**src/rtl/blbt_pkg.sv**
```systemverilog
// Package for the button listener broadcast table.
// Holds command and operation codes, the queued operation type and size constants.
// Depends on nothing; every other file of the block uses it.
`default_nettype none

package blbt_pkg;

    localparam int TASK_W        = 8;
    localparam int CMD_W         = 2;
    localparam int SLOT_COUNT    = 8;
    localparam int QUEUE_DEPTH   = 2;
    localparam int QUEUE_PTR_W   = (QUEUE_DEPTH > 1) ? $clog2(QUEUE_DEPTH) : 1;
    localparam int QUEUE_CNT_W   = $clog2(QUEUE_DEPTH + 1);

    typedef enum logic [CMD_W-1:0] {
        CMD_REGISTER   = 2'd0,
        CMD_UNREGISTER = 2'd1,
        CMD_SAMPLE     = 2'd2,
        CMD_IGNORE     = 2'd3
    } cmd_t;

    typedef enum logic [1:0] {
        OP_REGISTER   = 2'd0,
        OP_UNREGISTER = 2'd1,
        OP_PRESS      = 2'd2
    } op_kind_t;

    typedef struct packed {
        op_kind_t          kind;
        logic [TASK_W-1:0] task_id;
    } op_t;

    typedef enum logic {
        BACK_IDLE  = 1'b0,
        BACK_BCAST = 1'b1
    } back_state_t;

endpackage

`default_nettype wire

```
**src/rtl/blbt_if.sv**
```systemverilog
// Channel interfaces of the button listener broadcast table.
// blbt_req_if carries input transactions, blbt_notify_if carries notifications.
// Depends on blbt_pkg for field widths.
`default_nettype none

interface blbt_req_if;
    logic                          valid;
    logic                          ready;
    logic [blbt_pkg::CMD_W-1:0]    cmd;
    logic [blbt_pkg::TASK_W-1:0]   task_id;
    logic                          pressed;

    modport source (output valid, output cmd, output task_id, output pressed, input ready);
    modport sink   (input valid, input cmd, input task_id, input pressed, output ready);
endinterface

interface blbt_notify_if;
    logic                          valid;
    logic                          ready;
    logic [blbt_pkg::TASK_W-1:0]   notify_task;
    logic                          last_notify;

    modport source (output valid, output notify_task, output last_notify, input ready);
    modport sink   (input valid, input notify_task, input last_notify, output ready);
endinterface

`default_nettype wire

```
**src/rtl/blbt_front.sv**
```systemverilog
// Front end: accepts input transactions, tracks the button level and classifies
// each item into a queued operation or a drop. Depends on blbt_pkg and blbt_if.
`default_nettype none

module blbt_front (
    input  wire logic           clk,
    input  wire logic           rst_n,
    blbt_req_if.sink            req,
    output blbt_pkg::op_t       push_data,
    output logic                push_valid,
    input  wire logic           push_ready
);

    logic prev_level_reg;
    logic prev_level_next;
    logic accept;
    logic keep;

    assign req.ready = push_ready;
    assign accept    = req.valid && push_ready;

    always_comb
    begin
        keep              = 1'b0;
        push_data.kind    = blbt_pkg::OP_REGISTER;
        push_data.task_id = req.task_id;
        prev_level_next   = prev_level_reg;
        unique case (blbt_pkg::cmd_t'(req.cmd))
            blbt_pkg::CMD_REGISTER:
            begin
                keep           = 1'b1;
                push_data.kind = blbt_pkg::OP_REGISTER;
            end
            blbt_pkg::CMD_UNREGISTER:
            begin
                keep           = 1'b1;
                push_data.kind = blbt_pkg::OP_UNREGISTER;
            end
            blbt_pkg::CMD_SAMPLE:
            begin
                // Only a rising edge reaches the back end
                keep           = !prev_level_reg && req.pressed;
                push_data.kind = blbt_pkg::OP_PRESS;
                if (accept)
                begin
                    prev_level_next = req.pressed;
                end
            end
            default:
            begin
                keep = 1'b0;
            end
        endcase
    end

    assign push_valid = req.valid && keep;

    always_ff @(posedge clk or negedge rst_n)
    begin
        if (!rst_n)
        begin
            prev_level_reg <= 1'b0;
        end
        else
        begin
            prev_level_reg <= prev_level_next;
        end
    end

endmodule

`default_nettype wire

```
**src/rtl/blbt_queue.sv**
```systemverilog
// Short operation queue between front and back end.
// Depth and pointer widths come from blbt_pkg.
`default_nettype none

module blbt_queue (
    input  wire logic           clk,
    input  wire logic           rst_n,
    input  wire blbt_pkg::op_t  push_data,
    input  wire logic           push_valid,
    output logic                push_ready,
    output blbt_pkg::op_t       pop_data,
    output logic                pop_valid,
    input  wire logic           pop_ready
);

    localparam int Depth = blbt_pkg::QUEUE_DEPTH;
    localparam int PtrW  = blbt_pkg::QUEUE_PTR_W;
    localparam int CntW  = blbt_pkg::QUEUE_CNT_W;

    blbt_pkg::op_t entry_reg [Depth];

    logic [PtrW-1:0] wr_ptr_reg;
    logic [PtrW-1:0] wr_ptr_next;
    logic [PtrW-1:0] rd_ptr_reg;
    logic [PtrW-1:0] rd_ptr_next;
    logic [CntW-1:0] count_reg;
    logic [CntW-1:0] count_next;
    logic            do_push;
    logic            do_pop;

    assign push_ready = (count_reg != CntW'(Depth));
    assign pop_valid  = (count_reg != '0);
    assign pop_data   = entry_reg[rd_ptr_reg];
    assign do_push    = push_valid && push_ready;
    assign do_pop     = pop_valid && pop_ready;

    always_comb
    begin
        wr_ptr_next = wr_ptr_reg;
        rd_ptr_next = rd_ptr_reg;
        count_next  = count_reg;
        if (do_push)
        begin
            wr_ptr_next = (wr_ptr_reg == PtrW'(Depth - 1)) ? '0 : wr_ptr_reg + 1'b1;
        end
        if (do_pop)
        begin
            rd_ptr_next = (rd_ptr_reg == PtrW'(Depth - 1)) ? '0 : rd_ptr_reg + 1'b1;
        end
        if (do_push && !do_pop)
        begin
            count_next = count_reg + 1'b1;
        end
        else if (do_pop && !do_push)
        begin
            count_next = count_reg - 1'b1;
        end
    end

    always_ff @(posedge clk or negedge rst_n)
    begin
        if (!rst_n)
        begin
            wr_ptr_reg <= '0;
            rd_ptr_reg <= '0;
            count_reg  <= '0;
        end
        else
        begin
            wr_ptr_reg <= wr_ptr_next;
            rd_ptr_reg <= rd_ptr_next;
            count_reg  <= count_next;
        end
    end

    always_ff @(posedge clk)
    begin
        if (do_push)
        begin
            entry_reg[wr_ptr_reg] <= push_data;
        end
    end

endmodule

`default_nettype wire

```
**src/rtl/blbt_back.sv**
```systemverilog
// Back end: owns the subscriber table, applies register and unregister
// operations and broadcasts presses one notification per cycle while the sink takes them.
// Depends on blbt_pkg and blbt_if.
`default_nettype none

module blbt_back #(
    parameter int SLOT_COUNT = blbt_pkg::SLOT_COUNT
) (
    input  wire logic           clk,
    input  wire logic           rst_n,
    input  wire blbt_pkg::op_t  pop_data,
    input  wire logic           pop_valid,
    output logic                pop_ready,
    blbt_notify_if.source       notify
);

    localparam int TaskW = blbt_pkg::TASK_W;

    blbt_pkg::back_state_t state_reg;
    blbt_pkg::back_state_t state_next;

    logic [SLOT_COUNT-1:0] valid_reg;
    logic [SLOT_COUNT-1:0] valid_next;
    logic [TaskW-1:0]      task_reg [SLOT_COUNT];
    logic [SLOT_COUNT-1:0] task_wr;
    logic [SLOT_COUNT-1:0] pend_reg;
    logic [SLOT_COUNT-1:0] pend_next;

    logic                  out_valid_reg;
    logic                  out_valid_next;
    logic [TaskW-1:0]      out_task_reg;
    logic [TaskW-1:0]      out_task_next;
    logic                  out_last_reg;
    logic                  out_last_next;

    logic                  take_op;
    logic                  out_free;
    logic [SLOT_COUNT-1:0] hit;
    logic [SLOT_COUNT-1:0] hit_oh;
    logic [SLOT_COUNT-1:0] free_vec;
    logic [SLOT_COUNT-1:0] free_oh;
    logic [SLOT_COUNT-1:0] pick_oh;
    logic [SLOT_COUNT-1:0] rest;
    logic [TaskW-1:0]      pick_task;

    // Outputs of the state machine
    always_comb
    begin
        pop_ready = (state_reg == blbt_pkg::BACK_IDLE);
    end

    assign take_op  = pop_valid && pop_ready;
    assign out_free = !out_valid_reg || notify.ready;

    // Table lookup and lowest-one selects
    always_comb
    begin
        for (int i = 0; i < SLOT_COUNT; i++)
        begin
            hit[i] = valid_reg[i] && (task_reg[i] == pop_data.task_id);
        end
        free_vec = ~valid_reg;
        hit_oh   = hit & (~hit + SLOT_COUNT'(1));
        free_oh  = free_vec & (~free_vec + SLOT_COUNT'(1));
        pick_oh  = pend_reg & (~pend_reg + SLOT_COUNT'(1));
        rest     = pend_reg & ~pick_oh;
        pick_task = '0;
        for (int i = 0; i < SLOT_COUNT; i++)
        begin
            if (pick_oh[i])
            begin
                pick_task = pick_task | task_reg[i];
            end
        end
    end

    // Next state and datapath
    always_comb
    begin
        state_next     = state_reg;
        valid_next     = valid_reg;
        task_wr        = '0;
        pend_next      = pend_reg;
        out_valid_next = out_valid_reg && !notify.ready;
        out_task_next  = out_task_reg;
        out_last_next  = out_last_reg;
        unique case (state_reg)
            blbt_pkg::BACK_IDLE:
            begin
                if (take_op)
                begin
                    unique case (pop_data.kind)
                        blbt_pkg::OP_REGISTER:
                        begin
                            if (hit == '0)
                            begin
                                valid_next = valid_reg | free_oh;
                                task_wr    = free_oh;
                            end
                        end
                        blbt_pkg::OP_UNREGISTER:
                        begin
                            valid_next = valid_reg & ~hit_oh;
                        end
                        blbt_pkg::OP_PRESS:
                        begin
                            // Snapshot listeners; nothing to send if none
                            pend_next = valid_reg;
                            if (valid_reg != '0)
                            begin
                                state_next = blbt_pkg::BACK_BCAST;
                            end
                        end
                        default:
                        begin
                            valid_next = valid_reg;
                        end
                    endcase
                end
            end
            blbt_pkg::BACK_BCAST:
            begin
                if (out_free)
                begin
                    out_valid_next = 1'b1;
                    out_task_next  = pick_task;
                    out_last_next  = (rest == '0);
                    pend_next      = rest;
                    if (rest == '0)
                    begin
                        state_next = blbt_pkg::BACK_IDLE;
                    end
                end
            end
            default:
            begin
                state_next = blbt_pkg::BACK_IDLE;
            end
        endcase
    end

    assign notify.valid       = out_valid_reg;
    assign notify.notify_task = out_task_reg;
    assign notify.last_notify = out_last_reg;

    always_ff @(posedge clk or negedge rst_n)
    begin
        if (!rst_n)
        begin
            state_reg     <= blbt_pkg::BACK_IDLE;
            valid_reg     <= '0;
            pend_reg      <= '0;
            out_valid_reg <= 1'b0;
        end
        else
        begin
            state_reg     <= state_next;
            valid_reg     <= valid_next;
            pend_reg      <= pend_next;
            out_valid_reg <= out_valid_next;
        end
    end

    always_ff @(posedge clk)
    begin
        out_task_reg <= out_task_next;
        out_last_reg <= out_last_next;
        for (int i = 0; i < SLOT_COUNT; i++)
        begin
            if (task_wr[i])
            begin
                task_reg[i] <= pop_data.task_id;
            end
        end
    end

endmodule

`default_nettype wire

```
**src/rtl/button_listener_broadcast_table.sv**
```systemverilog
// Top level of the button listener broadcast table: front end, operation
// queue and back end. Depends on blbt_pkg, blbt_if, blbt_front, blbt_queue, blbt_back.
`default_nettype none

// The block keeps SLOT_COUNT subscriber slots, each a task id with a valid
// mark. A register transaction (cmd 0) puts the task into the lowest free slot
// unless it is already present, and is dropped when the table is full. An
// unregister transaction (cmd 1) clears the lowest slot holding the task. A
// sample transaction (cmd 2) records the button level; on a rising edge it
// sends one notification per valid slot in ascending slot order, the final
// one flagged by last_notify, and nothing when no task listens. cmd 3 is
// dropped. The front end takes one transaction per cycle while the two-entry
// operation queue has room; sample transactions without a rising edge and
// cmd 3 never enter the queue. The back end applies a register or unregister
// operation on taking it; a press sends one notification per listener, and no
// further operation is taken until the last one is issued; the single
// notification output register paces the broadcast and holds each
// notification until the sink takes it. Operations take effect strictly in
// arrival order, so a press sees every registration accepted before it.
module button_listener_broadcast_table #(
    parameter int SLOT_COUNT = blbt_pkg::SLOT_COUNT
) (
    input  wire logic       clk,
    input  wire logic       rst_n,
    blbt_req_if.sink        req,
    blbt_notify_if.source   notify
);

    blbt_pkg::op_t push_data;
    logic          push_valid;
    logic          push_ready;
    blbt_pkg::op_t pop_data;
    logic          pop_valid;
    logic          pop_ready;

    // Classify transactions and track the button level
    blbt_front u_front (
        .clk        (clk),
        .rst_n      (rst_n),
        .req        (req),
        .push_data  (push_data),
        .push_valid (push_valid),
        .push_ready (push_ready)
    );

    // Decouple classification from table work and broadcast
    blbt_queue u_queue (
        .clk        (clk),
        .rst_n      (rst_n),
        .push_data  (push_data),
        .push_valid (push_valid),
        .push_ready (push_ready),
        .pop_data   (pop_data),
        .pop_valid  (pop_valid),
        .pop_ready  (pop_ready)
    );

    // Apply table updates and send notifications
    blbt_back #(
        .SLOT_COUNT (SLOT_COUNT)
    ) u_back (
        .clk        (clk),
        .rst_n      (rst_n),
        .pop_data   (pop_data),
        .pop_valid  (pop_valid),
        .pop_ready  (pop_ready),
        .notify     (notify)
    );

endmodule

`default_nettype wire

```
**src/flat_wrapper.sv**
```systemverilog
// flat-port wrapper written by rule: the top's interface ports become plain ports
module button_listener_broadcast_table_flat 
#(
    parameter int SLOT_COUNT = blbt_pkg::SLOT_COUNT
)
  (clk, rst_n, req_valid, req_cmd, req_task_id, req_pressed, req_ready, notify_valid, notify_notify_task, notify_last_notify, notify_ready);
  blbt_req_if req_i ();
  blbt_notify_if notify_i ();
  input  wire logic clk;
  input  wire logic rst_n;
  input wire logic [$bits(req_i.valid)-1:0] req_valid;
  input wire logic [$bits(req_i.cmd)-1:0] req_cmd;
  input wire logic [$bits(req_i.task_id)-1:0] req_task_id;
  input wire logic [$bits(req_i.pressed)-1:0] req_pressed;
  output wire logic [$bits(req_i.ready)-1:0] req_ready;
  output wire logic [$bits(notify_i.valid)-1:0] notify_valid;
  output wire logic [$bits(notify_i.notify_task)-1:0] notify_notify_task;
  output wire logic [$bits(notify_i.last_notify)-1:0] notify_last_notify;
  input wire logic [$bits(notify_i.ready)-1:0] notify_ready;
  assign req_i.valid = req_valid;
  assign req_i.cmd = req_cmd;
  assign req_i.task_id = req_task_id;
  assign req_i.pressed = req_pressed;
  assign req_ready = req_i.ready;
  assign notify_valid = notify_i.valid;
  assign notify_notify_task = notify_i.notify_task;
  assign notify_last_notify = notify_i.last_notify;
  assign notify_i.ready = notify_ready;
  button_listener_broadcast_table #(.SLOT_COUNT(SLOT_COUNT)) u_core (.clk(clk), .rst_n(rst_n), .req(req_i), .notify(notify_i));
endmodule
```
**config.mk**
```make
export PLATFORM = sky130hd
export DESIGN_NAME = button_listener_broadcast_table_flat
export DESIGN_NICKNAME = d
export VERILOG_FILES = /design/src/rtl/blbt_pkg.sv /design/src/rtl/blbt_if.sv /design/src/rtl/blbt_front.sv /design/src/rtl/blbt_queue.sv /design/src/rtl/blbt_back.sv /design/src/rtl/button_listener_broadcast_table.sv /design/src/flat_wrapper.sv
export SDC_FILE = /design/constraint.sdc
export NUM_CORES = 1
export LEC_CHECK = 0
export BUFFER_PORTS_ARGS = -buffer_cell sky130_fd_sc_hd__buf_2
export CAP_MARGIN = 40
export CORE_UTILIZATION = 36
export DETAILED_ROUTE_END_ITERATION = 10
export PLACE_DENSITY = 0.62
export REMOVE_ABC_BUFFERS = 1
export SLEW_MARGIN = 20
export SYNTH_ARGS = -nofsm -noshare
export SYNTH_HDL_FRONTEND = slang
export SYNTH_SLANG_ARGS = --single-unit
```
**constraint.sdc**
```tcl
create_clock -name clk -period 4.5 [get_ports clk]
set_input_delay 0.9 -clock clk [delete_from_list [all_inputs] [get_ports clk]]
set_output_delay 0.9 -clock clk [all_outputs]
set_load 0.02 [all_outputs]
```
* Word-level counts from Yosys, hierarchy flattened
Memory sizes are Yosys's and may differ from the RTL's.
Index checks and enable logic that the tools add are counted.
** Operators by class
- Add/sub/neg operators :: 7
- Equal/unequal tests :: 17
- Reduce and logical (&&, ||, !) cells :: 42
- Bitwise operators :: 20
- Muxes and demuxes :: 71
** Operators with widths (number)
- 2-to-1 mux 8 bit :: 23
- == test 8 bit :: 8
- OR 8 bit :: 8
- OR reduction 8 bit :: 7
- NOT 8 bit :: 6
- bitwise AND 8 bit :: 5
- 2-to-1 mux 1 bit :: 34
- one-hot mux 8 bit (2 select lines) :: 2
- adder 8 x 1 -> 8 bit (second input constant) :: 3
- 2-to-1 mux 3 bit :: 7
- logical AND 1 bit :: 16
- zero test 8 bit :: 2
- nonzero test 8 bit :: 1
- != test 2 bit (second input constant) :: 3
- nonzero test 2 bit :: 3
- zero test 1 bit :: 5
- == test 2 x 1 -> 1 bit (second input constant) :: 2
- == test 2 bit (second input constant) :: 2
- zero test 2 bit :: 2
- 2-to-1 mux 2 bit :: 2
- != test 2 x 1 -> 1 bit (second input constant) :: 2
- one-hot mux 1 bit (2 select lines) :: 2
- one-hot mux 2 bit (2 select lines) :: 1
- AND reduction 2 bit :: 2
- 8 further kinds :: 9
** Storage, ports and cells
- Memories kept :: 2
- Word-level logic and storage cells :: 169
- Input port bits :: 15
- RAM bits :: 84
- Register bits :: 32
- Output and inout bits :: 11
** Memory list
- u_core.u_back.task_reg :: depth 8, bits a word 8, read ports 8, clocked after Yosys merged registers in 0, wr ports 1, line blbt_back.sv:24 : logic [TaskW-1:0] task_reg [SLOT_COUNT];
- u_core.u_queue.entry_reg :: depth 2, bits a word 10, read ports 1, clocked after Yosys merged registers in 0, wr ports 1, line blbt_queue.sv:20 : blbt_pkg::op_t entry_reg [Depth];

* Logic depth before layout (Yosys ltp)
Gate-level depths: netlist of run 1.
- Depth after elaboration :: 18
- Mapped depth :: 10
- Depth with buffers taken out :: 8

* Hierarchy
A second synthesis of run 1 with hierarchy kept.
** Unflattened totals
- Cells, all modules :: 408
- Area total of the unflattened synthesis :: 5559.1 um^2
** By module, submodules not included
- blbt_back :: area an instance 4483.0 um^2, times used 1, cells each 343, seq. area each 2642.5 um^2
- blbt_queue :: area an instance 932.1 um^2, times used 1, cells each 49, seq. area each 700.7 um^2
- blbt_front :: area an instance 143.9 um^2, times used 1, cells each 16, seq. area each 25.0 um^2

* Worst setup path after synthesis of run 1
Ideal clock, no wire load.
- Kind :: register to register
- From :: register u_core.u_queue.rd_ptr_reg
- To :: memory u_core.u_back.task_reg[0][10] in the netlist's numbering (enable)
- Data arrival time :: 2.840 ns
- Path buffers :: 2
- Stages on the path, launching flop included :: 11
- Library setup time :: 0.395 ns
- Data required time :: 4.105 ns
- Slack :: 1.266 ns
- Period minus slack after synthesis :: 3.234 ns
- Path through :: dfrtp_1 buf_6 buf_12 mux2i_4 xnor2_1 nor3_1 nand4_1 nand3_1 nor3_4 nand2_2 nor4_1
** On the way
- Longest elaborated chain between the ends :: 18
- Elaborated cells on any way between the ends :: 60
- Classes of those cells :: eq/ne: 8; mux: 34; reduce/logical: 17; memory: 1
** RTL lines
- start: declaration :: line blbt_queue.sv:24 : logic [PtrW-1:0] rd_ptr_reg;
- start signal: assignment :: line blbt_queue.sv:71 : rd_ptr_reg <= rd_ptr_next;
- memory (2 x 10 bit) *
- == test 8 bit :: line blbt_back.sv:60 : hit[i] = valid_reg[i] && (task_reg[i] == pop_data.task_id);
- logical AND 1 bit :: line blbt_back.sv:60
- zero test 8 bit :: line blbt_back.sv:95 : if (hit == '0)
- 2-to-1 mux 8 bit :: line blbt_back.sv:95
- 2-to-1 mux 8 bit * :: line blbt_back.sv:92 : unique case (pop_data.kind)
- 2-to-1 mux 8 bit * :: line blbt_back.sv:90 : if (take_op)
- 2-to-1 mux 8 bit * :: line blbt_back.sv:87 : unique case (state_reg)
- named net u_core.u_back.task_wr[1] :: line blbt_back.sv:25 : logic [SLOT_COUNT-1:0] task_wr;
- 2-to-1 mux 1 bit * :: line blbt_back.sv:170 : if (task_wr[i])
- 2-to-1 mux 1 bit (implied by the code) * :: line blbt_back.sv:172 : task_reg[i] <= pop_data.task_id;
- OR reduction 8 bit (no line)
- 2-to-1 mux 3 bit (no line) or 2-to-1 mux 1 bit (tied branches) (7 in a row)
- end: declaration :: line blbt_back.sv:24
Mark *: on every way through the listed nets, which the timed path passes. The rest lies on a longest branch.

* Worst setup path after layout of run 1
- From :: register u_core.u_queue.rd_ptr_reg
- To :: memory u_core.u_back.task_reg[1][7] in the netlist's numbering (enable)
** On the way
- Elaborated cells on any way between the ends :: 60
- Classes of those cells :: eq/ne: 8; mux: 34; reduce/logical: 17; memory: 1
** RTL lines (line)
- memory (2 x 10 bit) *
- == test 8 bit :: blbt_back.sv:60
- logical AND 1 bit :: blbt_back.sv:60
- zero test 8 bit :: blbt_back.sv:95
- 2-to-1 mux 8 bit :: blbt_back.sv:95
- 2-to-1 mux 8 bit * :: blbt_back.sv:92
- 2-to-1 mux 8 bit * :: blbt_back.sv:90
- 2-to-1 mux 8 bit * :: blbt_back.sv:87
- named net u_core.u_back.task_wr[4] :: blbt_back.sv:25
- 2-to-1 mux 1 bit * :: blbt_back.sv:170
- 2-to-1 mux 1 bit (implied by the code) * :: blbt_back.sv:172
- OR reduction 8 bit (no line)
- 2-to-1 mux 3 bit (no line) or 2-to-1 mux 1 bit (tied branches) (4 in a row)
Marks and branches as above.

==> results.cfg, run 1 <==
[setup_path]
crit_path_cell_trace = buf_8, mux2i_4, xnor2_1, nor4_1, nand4_1, nand3_1, nor3_4, nand4_1, nor2_1
worst_path_most_repeated_cell = nand4_1
arrival_ps = 3520
cp-start-kind = flip-flop
crit_slowest_cell = nor2_1
setup.worst_path.end_class = flip-flop
cpLargestDelayFamily = simple AND/OR/NAND/NOR gates
critPathRequiredTime_ps = 4540
critical_path_class = flip-flop to flip-flop
cp_max_fo = 10
worstPathBufferInverterCount = 1
slowest_delay_ps = 590

[drt]
wl_mm = 12.0
antenna_left = 0
vias_per_cell = 5.26
drt_iter0_drc = 156
first_pass_iters = 4
via_count = 3399
drc = 0
post_drt_wl_per_cell_um = 18.6

[clock_tree]
cts_buffers = 17
post_cts_buffers = 0
tritoncts = yes
htreeDepth = 4
cts.repair.resized = 0
cts_buffer_depth = 2
clk_pin_slew_ps = 50
holdBufCountCts = 0
cts_root_buf = clkbuf_16
cts.sinks = 116
clk_latency_ps = 420

[timing]
holdWs_ps = 457
setup_viol = 0
rsz0062_at_grt = no
finalCritPeriodShare = 0.773
clock.fmax_mhz = 287
drv_slew = 0
tns_ps = 0
tightest_slew_ps = 764
fin_crit_ps = 3480
skew_ps = 15.3
finalHoldViolCount = 0
slew_headroom = 0.489

[logic_synthesis]
ys_top_cells_by_area = edfxtp_1 51%, dfrtp_1 10%, xnor2_1 8.3%
ys_ff_latch = 116
yosysTopAreaCell = edfxtp_1
synth-edff-count = 93
synth_seq_area_share = 0.613
yosysMostFrequentCell = edfxtp_1
yosys_warnings = 0
syn_area_sq_um = 5500
syn_avg_cell_area_sq_um = 13.4
synthArstFlopShare = 0.198
netlist_top_cells_count = 93 x edfxtp_1, 52 x xnor2_1, 29 x nor2_1, 24 x a221o_1, 23 x dfrtp_1
synthFlopType = edfxtp_1
synth_cells = 411
yosys.area.top_type_share = 0.508
netlist-cell-type-count = 48

[die]
fp.coreArea_sq_um = 14700
start_util = 0.374
fp-row-count = 44
die_y_um = 126
die_area_sq_um = 15800
io_pins = 26
die_w_um = 126

[flow_run]
maxCapViolations = 0

[global_route]
grt_pass1_wl_mm = 19.3
grt_pass1_vias = 3654
grt.overflow.total = 0
grt_max_degree = 25
antenna_found_initial = 0
track_usage = 0.165

[power]
peakVddDrop_mv = 0.294
p_per_area_nw_per_um2 = 671
leakagePower_nw = 2.23

[place]
place_area_sq_um = 5830
dp_hpwl_mm = 8.86
io_buffers = 25
dpl.cell_count = 613
gp_congestion = 0.927

[hold_path]
hold_path_class = input pin to asynchronous set/reset pin

[cells_and_area]
drive_gt1_frac = 0.169
largest_reg_flops = 64
insertedDiodeCount = 0
areaGrowthSynthToFinish_pct = 16.3
stdcell_area_sq_um = 6390
utilization = 0.435
final_cell_count_no_fill = 646
fin_nets = 465

[run_status]
status = finished clean
cells by family (layout without fill, tap and decap cells):
family          count (synthesis)  after routing  share of synthesized area
buf+inv                        29             80                     0.0241
fa+ha+maj                       3              3                    0.00592
flops                         116            116                      0.613
xor+xnor                       69             69                      0.110
mux                            10             10                     0.0367
simple gates                  118            118                      0.113
compound gates                 66             66                     0.0970
report_power, final:
part           total (mW)  internal (mW)  switching, mW
Combinational        1.38          0.583          0.795
Clock                1.25          0.801          0.450
Sequential           1.66           1.45          0.208
Total                4.29           2.83           1.45
cells in the final DEF (no fill, tap or decap), types with 14 or more instances in the layout:
cell / instances
nor2_1: 29
dfrtp_1: 23
buf_2: 26
a221o_1: 24
edfxtp_1: 93
inv_1: 14
xor2_1: 17
nor3_1: 15
clkbuf_16: 17
nand2_1: 21
xnor2_1: 52
cell type report:
| type | instances | area, sq um |
|---|---|---|
| well taps | 184 | 230 |
| repair buffers | 33 | 190 |
| flip-flops and latches | 116 | 3370 |
| multi-input cells | 266 | 1990 |
| clock buffers | 20 | 437 |
| inverters | 15 | 56.3 |
| clock inverters | 12 | 114 |
| fillers | 1298 | 8310 |
path summary, 6_finish.rpt:
path	start	to	slack (ps)	cells past startpoint
max in group asynchronous	rst_n	u_core.u_queue.wr_ptr_reg	3690	1
worst min-delay path	rst_n	u_core.u_back.pend_reg[6]	460	1
worst max-delay path	u_core.u_queue.rd_ptr_reg	u_core.u_back.task_reg[1][7]	1020	9
worst max register to register	u_core.u_queue.rd_ptr_reg	u_core.u_back.task_reg[1][7]	1020	9
worst min register to register	u_core.u_queue.count_reg[1]	u_core.u_queue.count_reg[1]	500	1
min in group clk	u_core.u_queue.count_reg[1]	u_core.u_queue.count_reg[1]	500	1
metal layers:
metal	up-vias	track usage	wire [um]
met2	71	0.274	6180
met4	0	0.0789	231
met5	-	0	0
li1	1624	-	-
met1	1687	0.199	5230
met3	17	0.0449	386
metrics by stage:
stage / power [mW] / setup slack [ps]
floorplan: 2.65 / 817
global placement: 3.01 / 837
detailed placement: 3.05 / 1060
CTS: 4.32 / 1020
global route: 4.52 / 797
finish: 4.29 / 1020
No activity file was read; power rests on OpenSTA's default activity.
==> inputs of run 2 (changes only) <==
- clock period: 4.5 -> 3.5 ns (I/O delays scaled with it)
==> run 2 against run 1 <==
- final cell count up 0.46%
- critical path type unchanged
- clock-buffer cell count down 1
- worst hold slack worse by 200 ps
- clock skew down 6.4 ps
- clock power up 38%
==> results.cfg, run 2 (synthesis results as in run 1) <==
[run_status]
status = finished clean

[global_route]
grt_pass1_vias = 3702
grt_pass1_wl_mm = 19.4
grt_max_degree = 25
grt.overflow.total = 0
track_usage = 0.162
antenna_found_initial = 0

[cells_and_area]
layout_common_cells = 93 x edfxtp_1, 52 x xnor2_1, 29 x nor2_1
drive_gt1_frac = 0.178
utilization = 0.440
fillers = 1289
insertedDiodeCount = 0
final_common_cell = edfxtp_1
largest_reg_flops = 64
areaGrowthSynthToFinish_pct = 17.6
fin_nets = 468

[place]
io_buffers = 25
dp_hpwl_mm = 8.77
gp_congestion = 0.855

[die]
die_y_um = 126
io_pins = 26
fp.coreArea_sq_um = 14700
fp-row-count = 44
start_util = 0.374
die_area_sq_um = 15800
die_w_um = 126

[hold_path]
hold_path_class = input pin to asynchronous set/reset pin

[drt]
wl_mm = 11.8
drc = 0
drt_iter0_drc = 212
vias_per_cell = 5.30
via_count = 3439
antenna_left = 0
post_drt_wl_per_cell_um = 18.2
first_pass_iters = 5

[timing]
tightest_slew_ps = 821
skew_ps = 8.96
setup_viol = 0
drv_slew = 0
slew_headroom = 0.452
finalCritPeriodShare = 0.899
rsz0062_at_grt = no
finalHoldViolCount = 0
clock.fmax_mhz = 318
fin_crit_ps = 3150

[setup_path]
slowest_delay_ps = 610
rr_startpoint = u_core.u_queue.rd_ptr_reg
crit_start = u_core.u_queue.rd_ptr_reg
crit_path_cell_trace = buf_12, mux2i_4, xnor2_1, nor3_1, nand4_1, nand3_1, nor3_4, nand2_1, nor2_1
setup.worst_path.end_class = flip-flop
cp_max_fo = 15
critical_path_class = flip-flop to flip-flop
cp-start-kind = flip-flop
critPathRequiredTime_ps = 3550
ff2ff_setup_slack_ps = 350
arrival_ps = 3190
crit_slowest_cell = nor2_1

[clock_tree]
cts.sinks = 116
cts.repair.resized = 0
cts_buffer_depth = 2
post_cts_buffers = 0
htreeDepth = 4
tritoncts = yes
clk_latency_ps = 420
clk_pin_slew_ps = 50
cts_root_buf = clkbuf_16
cts_buffers = 17
holdBufCountCts = 0

[power]
p_per_area_nw_per_um2 = 871
leakagePower_nw = 2.26
total_power_mw = 5.63
peakVddDrop_mv = 0.393

[flow_run]
maxCapViolations = 0
[run 2: cell types whose count changed in the layout (fill, tap and decap cells not counted)]
cell,before,now
bufinv_16,2,3
buf_2,26,25
clkinvlp_4,3,4
inv_6,0,1
clkinv_4,0,2
clkinv_2,4,1
clkbuf_1,3,2
buf_4,6,10
buf_8,1,0
clkinv_1,3,2
buf_12,0,1
[run 2: power by group]
| part | leakage [nW] | internal (mW) | switching, mW |
|---|---|---|---|
| clock network | 0.275 | 1.11 | 0.605 |
| registers | 1.12 | 1.86 | 0.249 |
| logic | 0.875 | 0.766 | 1.03 |
| total | 2.26 | 3.74 | 1.89 |
[run 2: worst paths after layout]
| kind | end | cells after the start |
|---|---|---|
| min in group clk | u_core.u_queue.entry_reg[1][0] | 1 |
| min reg2reg | u_core.u_queue.wr_ptr_reg | 1 |
| max | u_core.u_back.task_reg[0][20] | 9 |
| max reg2reg | u_core.u_back.task_reg[0][20] | 9 |
| min | u_core.u_back.notify.valid | 1 |
| max in group asynchronous | u_core.u_queue.wr_ptr_reg | 1 |
[run 2: worst max-delay path, delay by kind of cell, from the launching register on]
family | cells | cell delay, ps
buf+inv | 1 | 190
flops | 1 | 370
mux | 1 | 470
xor+xnor | 1 | 190
simple gates | 6 | 1520
[run 2: metal layers]
| metal | wire, um | GRT usage | up-vias | part of all wire |
|---|---|---|---|---|
| li1 | - | - | 1631 | - |
| met1 | 5360 | 0.202 | 1704 | 0.45 |
| met2 | 5760 | 0.267 | 80 | 0.49 |
| met3 | 419 | 0.0338 | 24 | 0.036 |
| met4 | 257 | 0.0775 | 0 | 0.022 |
| met5 | 0 | 0 | - | 0 |
[run 2: through the flow]
stage	setup WS, ps	instances	area [sq um]	setup TNS [ps]	hold slack, ps
2_1_floorplan	-183	397	5420	-1540	404
3_3_place_gp	483	617	5870	0	474
3_5_place_dp	371	617	5870	0	476
4_1_cts	367	649	6460	0	271
5_1_grt	153	649	6460	0	305
6_report	354	649	6460	0	255
[run 2: layout make-up]
cell class / instances / area [sq um] / area share
flip-flops and latches: 116 / 3370 / 0.521
multi-input cells: 266 / 1990 / 0.309
clock buffers: 19 / 433 / 0.0670
well taps: 184 / 230 / 0.0356
repair buffers: 36 / 220 / 0.0341
clock inverters: 13 / 159 / 0.0246
inverters: 15 / 56.3 / 0.00871
